[config.mk]
export PLATFORM = sky130hd
export DESIGN_NAME = lru_key_value_cache
export DESIGN_NICKNAME = d
export VERILOG_FILES = /design/src/lkv_pkg.sv /design/src/lkv_cell.sv /design/src/lru_key_value_cache.sv
export VERILOG_INCLUDE_DIRS = /design/src /design/src/src
export SDC_FILE = /design/constraint.sdc
export NUM_CORES = 1
export LEC_CHECK = 0
export BUFFER_PORTS_ARGS = -buffer_cell sky130_fd_sc_hd__buf_4
export CAP_MARGIN = 40
export CORE_ASPECT_RATIO = 0.8
export CORE_MARGIN = 1
export CORE_UTILIZATION = 35
export CTS_BUF_LIST = sky130_fd_sc_hd__clkbuf_16
export CTS_CLUSTER_DIAMETER = 80
export DETAILED_ROUTE_END_ITERATION = 16
export HOLD_SLACK_MARGIN = 0.12
export SLEW_MARGIN = 0
export SYNTH_ARGS = -nofsm -noshare
export SYNTH_HDL_FRONTEND = slang
export SYNTH_SLANG_ARGS = --single-unit
[constraint.sdc]
create_clock -name clk -period 13.15 [get_ports clk]
set_input_delay 0 -clock clk [delete_from_list [all_inputs] [get_ports clk]]
set_output_delay 0 -clock clk [all_outputs]
set_load 0.01 [all_outputs]
[src/lru_key_value_cache_defines.svh]
// ----------------------------------------------------------------------------
// LRU key-value cache assertion macros
// Shared concurrent assertion forms, clocked on clk and held off during reset.
// ----------------------------------------------------------------------------
`ifndef LRU_KEY_VALUE_CACHE_DEFINES_SVH
`define LRU_KEY_VALUE_CACHE_DEFINES_SVH

// Same-cycle implication
`define LKV_ASSERT_IMP(lbl, ante, cons, msg) \
  lbl: assert property (@(posedge clk) disable iff (!rst_n) (ante) |-> (cons)) \
    else $error(msg);

// Next-cycle implication
`define LKV_ASSERT_NXT(lbl, ante, cons, msg) \
  lbl: assert property (@(posedge clk) disable iff (!rst_n) (ante) |=> (cons)) \
    else $error(msg);

`endif

[src/lkv_pkg.sv]
// ----------------------------------------------------------------------------
// LRU key-value cache package
// Field widths, operation codes, controller states and the per-cell control.
// ----------------------------------------------------------------------------
package lkv_pkg;

  localparam int KEY_W = 32;
  localparam int VAL_W = 32;
  localparam int CAP_W = 5;

  // Capacity register after reset
  localparam logic [CAP_W-1:0] CAP_RESET = 5'd16;

  // Read value returned on a lookup miss
  localparam logic [VAL_W-1:0] MISS_VALUE = 32'hFFFF_FFFF;

  typedef enum logic {
    OP_GET = 1'b0,
    OP_PUT = 1'b1
  } op_t;

  typedef enum logic {
    ST_IDLE   = 1'b0,
    ST_UPDATE = 1'b1
  } state_t;

  // Control for one cell of the recency chain
  typedef struct packed {
    logic cmp;    // latch key compare result
    logic shift;  // take the neighbor's entry
    logic evict;  // drop the entry (after shift)
  } cell_ctl_t;

endpackage

[src/lkv_cell.sv]
// ----------------------------------------------------------------------------
// LRU key-value cache cell
// One slot of the recency chain: holds key, value and valid, compares its key
// against a lookup and takes its more recent neighbor's entry on a shift.
// ----------------------------------------------------------------------------
module lkv_cell (
  input  logic                          clk,
  input  logic                          rst_n,
  input  lkv_pkg::cell_ctl_t            ctl,
  input  logic [lkv_pkg::KEY_W-1:0]     cmp_key,
  input  logic [lkv_pkg::KEY_W-1:0]     prev_key,
  input  logic [lkv_pkg::VAL_W-1:0]     prev_value,
  input  logic                          prev_valid,
  output logic [lkv_pkg::KEY_W-1:0]     key,
  output logic [lkv_pkg::VAL_W-1:0]     value,
  output logic                          valid,
  output logic                          match
);

  logic [lkv_pkg::KEY_W-1:0] key_r, key_nxt;
  logic [lkv_pkg::VAL_W-1:0] value_r, value_nxt;
  logic                      valid_r, valid_nxt;
  logic                      match_r, match_nxt;

  // Compare on lookup, hold otherwise
  always_comb begin
    match_nxt = match_r;
    if (ctl.cmp) begin
      match_nxt = valid_r && (key_r == cmp_key);
    end
  end

  // Shift in from the neighbor, then drop if evicted
  always_comb begin
    key_nxt   = key_r;
    value_nxt = value_r;
    valid_nxt = valid_r;
    if (ctl.shift) begin
      key_nxt   = prev_key;
      value_nxt = prev_value;
      valid_nxt = prev_valid;
    end
    if (ctl.evict) begin
      valid_nxt = 1'b0;
    end
  end

  always_ff @(posedge clk) begin
    if (!rst_n) begin
      valid_r <= 1'b0;
      match_r <= 1'b0;
    end else begin
      valid_r <= valid_nxt;
      match_r <= match_nxt;
    end
  end

  // Payload needs no reset
  always_ff @(posedge clk) begin
    key_r   <= key_nxt;
    value_r <= value_nxt;
  end

  assign key   = key_r;
  assign value = value_r;
  assign valid = valid_r;
  assign match = match_r;

endmodule

[src/lru_key_value_cache.sv]
// ----------------------------------------------------------------------------
// LRU key-value cache
// Fully associative get/put store kept in recency order in a chain of cells.
// ----------------------------------------------------------------------------
// Each item has an accept cycle and an update state: in the accept cycle every
// cell compares its key and registers the result; in the next cycle the hit
// position is spread down the chain, the cells shift toward the least recent
// end and slot 0 takes the most recent entry. A get waits in the update state
// only while the previous result beat is still held on the output. A new item
// is taken while a result waits. Gets return one beat (tuser = hit, tdata =
// value or all ones on a miss); puts return none. Entries beyond a lowered
// capacity stay readable until the next inserting put.
// ----------------------------------------------------------------------------
`include "lru_key_value_cache_defines.svh"

module lru_key_value_cache #(
  parameter int CAPACITY = 16
) (
  input  logic                            clk,
  input  logic                            rst_n,
  // Configuration: capacity_in_use
  input  logic                            cfg_wr_en,
  input  logic [lkv_pkg::CAP_W-1:0]       cfg_wr_data,
  // Request stream
  input  logic                            in_tvalid,
  output logic                            in_tready,
  input  logic [63:0]                     in_tdata,   // [31:0] key, [63:32] value
  input  logic [0:0]                      in_tuser,   // [0] operation (0 get, 1 put)
  // Result stream
  output logic                            out_tvalid,
  input  logic                            out_tready,
  output logic [31:0]                     out_tdata,  // [31:0] read_value
  output logic [0:0]                      out_tuser   // [0] hit
);

  logic [lkv_pkg::CAP_W-1:0] cap_r;

  lkv_pkg::state_t state_r, state_nxt;

  lkv_pkg::op_t              req_op_r;
  logic [lkv_pkg::KEY_W-1:0] req_key_r;
  logic [lkv_pkg::VAL_W-1:0] req_value_r;

  logic                      out_valid_r, out_valid_nxt;
  logic                      out_hit_r;
  logic [lkv_pkg::VAL_W-1:0] out_data_r;

  logic                      in_acc;
  logic                      commit;
  logic                      any_hit;
  logic                      put_miss;
  logic                      slot_free;
  logic [lkv_pkg::VAL_W-1:0] hit_value;
  logic [lkv_pkg::VAL_W-1:0] front_value;

  logic [CAPACITY-1:0]       match_vec;
  logic [CAPACITY-1:0]       valid_vec;
  logic [CAPACITY-1:0]       beyond;
  logic [lkv_pkg::KEY_W-1:0] key_q   [CAPACITY];
  logic [lkv_pkg::VAL_W-1:0] value_q [CAPACITY];
  lkv_pkg::cell_ctl_t        ctl     [CAPACITY];

  assign in_acc    = in_tvalid && in_tready;
  assign slot_free = !out_valid_r || out_tready;
  assign any_hit   = |match_vec;
  assign put_miss  = (req_op_r == lkv_pkg::OP_PUT) && !any_hit;

  // Capacity register
  always_ff @(posedge clk) begin
    if (!rst_n) begin
      cap_r <= lkv_pkg::CAP_RESET;
    end else if (cfg_wr_en) begin
      cap_r <= cfg_wr_data;
    end
  end

  // Next state
  always_comb begin
    state_nxt = state_r;
    unique case (state_r)
      lkv_pkg::ST_IDLE: begin
        if (in_acc) begin
          state_nxt = lkv_pkg::ST_UPDATE;
        end
      end
      lkv_pkg::ST_UPDATE: begin
        if (req_op_r == lkv_pkg::OP_PUT || slot_free) begin
          state_nxt = lkv_pkg::ST_IDLE;
        end
      end
      default: state_nxt = lkv_pkg::ST_IDLE;
    endcase
  end

  // Controller outputs
  always_comb begin
    in_tready = 1'b0;
    commit    = 1'b0;
    unique case (state_r)
      lkv_pkg::ST_IDLE: begin
        in_tready = 1'b1;
      end
      lkv_pkg::ST_UPDATE: begin
        commit = (req_op_r == lkv_pkg::OP_PUT) || slot_free;
      end
      default: begin
        in_tready = 1'b0;
      end
    endcase
  end

  always_ff @(posedge clk) begin
    if (!rst_n) begin
      state_r <= lkv_pkg::ST_IDLE;
    end else begin
      state_r <= state_nxt;
    end
  end

  // Hold the request
  always_ff @(posedge clk) begin
    if (!rst_n) begin
      req_op_r <= lkv_pkg::OP_GET;
    end else if (in_acc) begin
      req_op_r <= lkv_pkg::op_t'(in_tuser[0]);
    end
  end

  always_ff @(posedge clk) begin
    if (in_acc) begin
      req_key_r   <= in_tdata[31:0];
      req_value_r <= in_tdata[63:32];
    end
  end

  // Select the matching cell's value (at most one cell matches)
  always_comb begin
    hit_value = '0;
    for (int i = 0; i < CAPACITY; i++) begin
      hit_value = hit_value | (value_q[i] & {lkv_pkg::VAL_W{match_vec[i]}});
    end
  end

  assign front_value = (req_op_r == lkv_pkg::OP_PUT) ? req_value_r : hit_value;

  // Recency chain
  for (genvar i = 0; i < CAPACITY; i++) begin : g_cell
    logic [lkv_pkg::KEY_W-1:0] prev_key;
    logic [lkv_pkg::VAL_W-1:0] prev_value;
    logic                      prev_valid;
    logic                      evict_pos;

    // Cells at or past the capacity drop out on an insert; slot 0 never does
    if (i == 0) begin : g_front
      assign prev_key   = req_key_r;
      assign prev_value = front_value;
      assign prev_valid = 1'b1;
      assign evict_pos  = 1'b0;
    end else begin : g_body
      assign prev_key   = key_q[i-1];
      assign prev_value = value_q[i-1];
      assign prev_valid = valid_vec[i-1];
      assign evict_pos  = (cap_r == '0) || (32'(cap_r) <= 32'(i));
    end

    // Shift every cell from the front down to the hit
    assign beyond[i] = |match_vec[CAPACITY-1:i];

    assign ctl[i].cmp   = in_acc;
    assign ctl[i].shift = commit && (put_miss || beyond[i]);
    assign ctl[i].evict = commit && put_miss && evict_pos;

    lkv_cell u_cell (
      .clk        (clk),
      .rst_n      (rst_n),
      .ctl        (ctl[i]),
      .cmp_key    (in_tdata[31:0]),
      .prev_key   (prev_key),
      .prev_value (prev_value),
      .prev_valid (prev_valid),
      .key        (key_q[i]),
      .value      (value_q[i]),
      .valid      (valid_vec[i]),
      .match      (match_vec[i])
    );
  end

  // Result register: load on a committed get, drop on a taken beat
  always_comb begin
    out_valid_nxt = out_valid_r;
    if (out_tvalid && out_tready) begin
      out_valid_nxt = 1'b0;
    end
    if (commit && req_op_r == lkv_pkg::OP_GET) begin
      out_valid_nxt = 1'b1;
    end
  end

  always_ff @(posedge clk) begin
    if (!rst_n) begin
      out_valid_r <= 1'b0;
    end else begin
      out_valid_r <= out_valid_nxt;
    end
  end

  always_ff @(posedge clk) begin
    if (commit && req_op_r == lkv_pkg::OP_GET) begin
      out_hit_r  <= any_hit;
      out_data_r <= any_hit ? hit_value : lkv_pkg::MISS_VALUE;
    end
  end

  assign out_tvalid   = out_valid_r;
  assign out_tdata    = out_data_r;
  assign out_tuser[0] = out_hit_r;

  // Valid entries stay packed toward slot 0
  `LKV_ASSERT_IMP(a_valid_packed, 1'b1, ((valid_vec >> 1) & ~valid_vec) == '0, "valid gap in chain")
  // Keys are unique, so a lookup hits at most one cell
  `LKV_ASSERT_IMP(a_match_single, state_r == lkv_pkg::ST_UPDATE, $onehot0(match_vec), "multiple key matches")
  // A committed get leaves a result beat
  `LKV_ASSERT_NXT(a_get_result, commit && req_op_r == lkv_pkg::OP_GET, out_valid_r, "get result lost")
  // After any committed put slot 0 holds a valid entry
  `LKV_ASSERT_NXT(a_put_front, commit && req_op_r == lkv_pkg::OP_PUT, valid_vec[0], "put left slot 0 empty")

endmodule

==> metrics, run 1 <==
outcome complete, no violations; global route overflow 0; final cell count without fillers 4599; WL/cell 25.8 µm; Port-buffer cells 109; Static Leak 0.0166 µW; CTS tree built; die area 0.129 mm²; fillcell total 11000; achievable frequency 275 MHz; critical-path cell list buf_12 > nor4_1 > nand4_1 > a21oi_4 > buf_4 > mux2i_1 > a211oi_1; skew final 0.0280 ns; antenna viol nets, final 0; core area 0.126 mm²; first-pass GRT wire length 171 mm; Max IR drop VDD 126 µV; Unique masters post-synth 43; clock sink count 1161; critical path class reg2reg; HP Class in2reg; Worst-path clk slew 0.06 ns; Critical path buffers and inverters 2; startpoint type of the worst setup path flop; num ports 110; share of layout cells above drive strength 1 0.118; post-CTS resize count 0; vias per cell 5.28; total CTS buffers 107; Nets 2929; Final GP Congestion 0.858; async set-or-reset flop fraction in the synthesized netlist 0; synth top area cells edfxtp_1, xnor2_1, xor2_1; Top delay family on crit path simple AND/OR/NAND/NOR gates; Post-CTS Setup Inserts 0; drt first pass iters 6; Max Cap Viol 0; critical path data arrival time 4.26 ns; pwr dens 144 mW/mm²; crit path time final 3.64 ns; Slowest-stage cell, CP buf_4; DR vias 24300; area grow syn2layout 18.1%; # placed instances 4273; Die W 401 µm; H-tree depth 3; Final period util 0.277; Setup TNS 0 ns; WL final 119 mm; largest net degree at the start of global routing 58; clk_lat worst skew 0.71 ns; Mean Syn Cell Area 17.1 µm²; Fin. Hold Viols 0; number of synthesized register bits 1161; dpl hpwl 79.5 mm; worst-margin pin slew 0.972 ns; number of cell rows 116; Synth Warn # 0; largest area contributor in the netlist edfxtp_1; synthesized cell area 0.0447 mm²; fin. max-slew vios 0; Starting Density 0.355; number of global-route vias before repair 24200; initial antenna violation count 0; DRC violations left 0; syn nets 2684; Yosys top cell area share 0.754; RSZ-0062 raised after global routing false; CTS Hold Bufs 124; Crit path largest cell delay 0.75 ns; Required @ worst endpoint 13.77 ns; Slew HR 0.345; crit end category flop; post-synthesis sequential area ratio 0.772; Post-synth EDFFs 1121; initial drt markers 2741; Root Buffer clkbuf_16; ys flop type edfxtp_1; Clock Path Buffers 3; Syn Inst Count 2609; Die Y 321 µm; total track usage 0.181; Final setup viols 0; CP max FO 53
==> path summary, 6_finish.rpt <==
check / startpoint / endpoint / slack [ns] / cells past startpoint
max reg2reg: g_cell[6].u_cell.match / g_cell[11].u_cell.valid / 9.51 / 7
min: rst_n / g_cell[7].u_cell.valid / 0.23 / 4
max: g_cell[6].u_cell.match / g_cell[11].u_cell.valid / 9.51 / 7
min reg2reg: g_cell[0].prev_key[9] / g_cell[0].u_cell.key[9] / 0.42 / 0
==> stage by stage <==
| stage | total power [µW] | utilization | setup WS (ns) | hold WS (ns) | cell area [µm²] |
|---|---|---|---|---|---|
| floorplan | 4370 | - | 7.84 | 0.0989 | 44700 |
| global placement | 4480 | 0.377 | 9.18 | 0.178 | 47500 |
| detailed placement | 4490 | 0.381 | 9.60 | 0.179 | 47900 |
| CTS | 7670 | 0.419 | 9.56 | 0.167 | 52700 |
| global route | 7830 | 0.419 | 9.32 | 0.206 | 52700 |
| finish | 7620 | 0.419 | 9.51 | 0.232 | 52700 |
==> tightest hold or removal path, stage by stage <==
cell,delay [ns]
dlygate4sd3_1,0.54
buf_4,0.22
nand2_1,0.09
nor2_1,0.03
==> routing by layer <==
layer | track usage | share of wire | vias up
li1 | - | - | 10600
met1 | 0.280 | 0.47 | 12400
met2 | 0.256 | 0.41 | 1192
met3 | 0.0435 | 0.093 | 156
met4 | 0.0407 | 0.020 | 0
met5 | 0 | 0 | -
==> synthesized netlist by cell type (3+ instances only) <==
cell type	number
nand3_1	70
nand2_1	59
nand4_1	100
buf_2	12
a22o_1	64
clkbuf_1	111
nor2_1	59
edfxtp_1	1121
xor2_1	224
a31oi_1	6
or4_1	3
nor4_1	68
a211oi_1	4
a22oi_1	128
o21ai_0	23
mux2i_1	51
inv_1	36
nor3_1	20
xnor2_1	288
buf_1	24
dfxtp_1	40
a221oi_1	64
a21oi_1	9
==> kinds of logic (layout without fill, tap and decap cells) <==
kind of cell	after synthesis	after routing	share of synthesized area
compound gates	312	312	0.0544
xor+xnor	512	512	0.100
flops	1161	1161	0.772
mux	51	51	0.0114
buf+inv	184	521	0.0160
simple gates	389	389	0.0461
other cells	0	1	0
==> registers in the layout (all words and copies together), names as in the netlist <==
register,flops
g_cell.prev_key,32
out_tuser,1
g_cell.u_cell.key,512
out_tvalid,1
state_r,1
g_cell.u_cell.match,16
out_tdata,32
g_cell.u_cell.value,512
g_cell.u_cell.valid,16
req_value_r,32
cap_r,5
req_op_r,1
==> placed cells by master (no fill, tap or decap), drive strengths merged, types with 3 or more instances in the layout <==
| cell type | n |
|---|---|
| a211oi | 5 |
| a21oi | 9 |
| a221oi | 64 |
| a22o | 64 |
| a22oi | 128 |
| a31oi | 6 |
| buf | 159 |
| bufinv | 14 |
| clkbuf | 110 |
| clkinv | 46 |
| clkinvlp | 4 |
| dfxtp | 40 |
| dlygate4sd3 | 124 |
| edfxtp | 1121 |
| inv | 63 |
| mux2i | 51 |
| nand2 | 59 |
| nand3 | 70 |
| nand4 | 100 |
| nor2 | 59 |
| nor3 | 21 |
| nor4 | 69 |
| o21ai | 24 |
| or4 | 3 |
| xnor2 | 288 |
| xor2 | 224 |
==> power breakdown <==
group	total [µW]	internal (µW)	switching, µW
clock	3180	1800	1380
combinational	300	117	183
sequential	4140	4100	45.1
==> final cells by class <==
cell class	instances	area, µm²	area share
Clock inverter	91	853	0.0162
Inverter	36	135	0.00256
Sequential cell	1161	34500	0.654
Multi-Input combinational cell	1264	9710	0.184
Antenna cell	1	2.50	0.0000474
Tap cell	1652	2070	0.0392
Clock buffer	110	2750	0.0522
Timing Repair Buffer	284	2740	0.0519
Power figures use the tool's default switching activity.
==> run 2: changes to the inputs <==
==> constraint.sdc (replaced) <==
create_clock -name clk -period 3.7 [get_ports clk]
set_input_delay 0 -clock clk [delete_from_list [all_inputs] [get_ports clk]]
set_output_delay 0 -clock clk [all_outputs]
set_load 0.01 [all_outputs]
==> metrics, run 2 (same netlist as run 1, synthesis figures left out) <==
outcome complete, no violations; Comb pwr share 0.042 (+0.003); Port-buffer cells 109 (unchanged); total track usage 0.187 (+0.00542); Clock Path Buffers 3 (unchanged); Crit Reg-Reg Startpoint g_cell[7].u_cell.match; pwr dens 501 mW/mm² (+250%); CTS tree built; Flop pwr share 0.559 (+0.016); Root Buffer clkbuf_16; post-route cell area 0.0524 mm² (-0.62%); area grow syn2layout 17.4%; Max Cap Viol 0 (unchanged); commonest non-fill, non-tap cells in the layout edfxtp_1, xnor2_1, xor2_1; clock power share 0.399 (-0.018); vias per cell 5.34 (+1.1%); Sw Share 0.218 (+0.00661); R2R depth 5 (-2); Sw Pwr 5730 µW (+260%); H-tree depth 3 (unchanged); Required @ worst endpoint 4.05 ns (-9.72 ns); DR vias 24600 (+1.1%); Final period util 0.765 (+0.488); Static Leak 0.0165 µW (-0.72%); total CTS buffers 109 (+1.9%); antenna viol nets, final 0 (unchanged); crit end category flop; HP Class in2reg; number of global-route vias before repair 24600 (+1.7%); core area 0.126 mm² (unchanged); Hold Path End g_cell[7].u_cell.valid; critical path data arrival time 3.18 ns (-1.08 ns); Placed Area 0.0479 mm² (about the same); worst reg2reg setup slack 0.87 ns (-8.64 ns); fin. max-slew vios 0 (unchanged); Post-CTS Setup Inserts 0 (unchanged); Core Util, Final 0.417 (-0.00259); Slew HR 0.481 (+0.136); Hold Path Cell Cnt 4 (unchanged); skew final 0.0483 ns (+0.0203 ns); Die W 401 µm (unchanged); Die Y 321 µm (unchanged); Hold Startpoint rst_n; WL/cell 26.5 µm (+2.6%); DRC violations left 0 (unchanged); Nets 2936 (+0.24%); Final GP Congestion 0.848 (-1.2%); Max IR drop VDD 423 µV (+240%); num ports 110 (unchanged); fillcell total 11000 (+0.064%); Fin. Hold Viols 0 (unchanged); first-pass GRT wire length 174 mm (+2.0%); largest net degree at the start of global routing 67 (+16%); worst flop-to-flop path endpoint g_cell[13].u_cell.value[2]; achievable frequency 353 MHz (+29%); initial drt markers 2882 (+5.1%); share of layout cells above drive strength 1 0.116 (-0.00204); clk_lat worst skew 0.73 ns (+0.02 ns); RSZ-0062 raised after global routing false; worst-margin pin slew 0.776 ns (-0.197 ns); leading cell type in the layout, fill and taps excluded edfxtp_1; WL final 122 mm (+2.6%); number of cell rows 116 (unchanged); initial antenna violation count 5 (+5); drt first pass iters 5 (-1); clock sink count 1161 (unchanged); Worst-path clk slew 0.06 ns (about the same); critical path class reg2reg; dpl hpwl 78.5 mm (-1.3%); CP max FO 65 (+23%); global route overflow 0 (unchanged); startpoint type of the worst setup path flop; crit path time final 2.83 ns (-0.807 ns); Final setup viols 0 (unchanged); die area 0.129 mm² (unchanged); Starting Density 0.355 (unchanged); internal power 20600 µW (+240%)
run 2: changes by cell type in the layout (fill, tap and decap cells not counted):
cell	before	now
bufinv_16	14	3
inv_1	60	67
clkinv_2	15	11
buf_6	0	1
buf_4	142	149
clkbuf_16	110	109
clkinv_4	1	3
buf_8	0	1
clkdlybuf4s18_2	1	0
buf_12	6	10
clkinv_8	0	2
buf_16	11	5
dlygate4sd3_1	124	123
run 2: power by group through the flow:
stage	sequential, µW	combinational (µW)	clock, µW
2_1_floorplan	14900	584	0
3_3_place_gp	15000	961	0
3_5_place_dp	15000	985	0
4_1_cts	14700	1100	10700
5_1_grt	14700	1170	11100
6_report	14700	1100	10500
run 2: worst max path at each step:
stage                      startpoint                         end  slack, ns  cells after the start
3_5_place_dp   g_cell[7].u_cell.match    g_cell[6].u_cell.key[16]       0.96                      4
2_1_floorplan                req_op_r      g_cell[7].u_cell.valid      -1.20                      6
6_report       g_cell[7].u_cell.match  g_cell[13].u_cell.value[2]       0.87                      5
4_1_cts        g_cell[7].u_cell.match    g_cell[6].u_cell.key[10]       0.93                      4
3_3_place_gp   g_cell[3].u_cell.match  g_cell[4].u_cell.value[18]       0.89                      4
5_1_grt        g_cell[7].u_cell.match    g_cell[6].u_cell.key[12]       0.81                      4
run 2: cell type report:
class                      count  area, µm²  area share
multi-input combinational   1264       9710       0.185
inverter                      36        135     0.00258
timing repair buffer         289       2710      0.0518
tap                         1652       2070      0.0394
clock buffer                 109       2730      0.0520
clock inverter                87        579      0.0111
antenna                        1       2.50   0.0000477
sequential                  1161      34500       0.658
run 2: what timing repair did:
item / CTS / global route
hold buffers: 123 / 0
endpoints found under the hold margin: 129 / 0
resized for setup: 0 / 0
setup endpoints to repair: 0 / 0
run 2: critical path: stages (launching register included):
cell,delay [ns]
dfxtp_2,0.41
nor4_1,0.61
nand3_1,0.35
or3_1,0.44
a21oi_4,0.19
buf_12,0.40
run 2: stage by stage:
stage	std cells	hold slack [ns]	setup WS (ns)	power, µW	setup TNS [ns]
after detailed placement	4279	0.179	0.960	16000	0
after CTS	4598	0.171	0.934	26500	0
after global placement	4271	0.179	0.888	15900	0
after global routing	4598	0.213	0.810	27000	0
after floorplan	2609	0.0989	-1.20	15500	-401.77
final	4599	0.226	0.870	26300	0
run 2: layer usage:
layer	part of all wire	wire length (µm)	vias to the layer above	global-route usage
met5	0	0	-	0
met1	0.45	54500	12400	0.279
li1	-	-	10600	-
met2	0.43	52400	1349	0.273
met3	0.10	12100	184	0.0419
met4	0.022	2640	0	0.0478
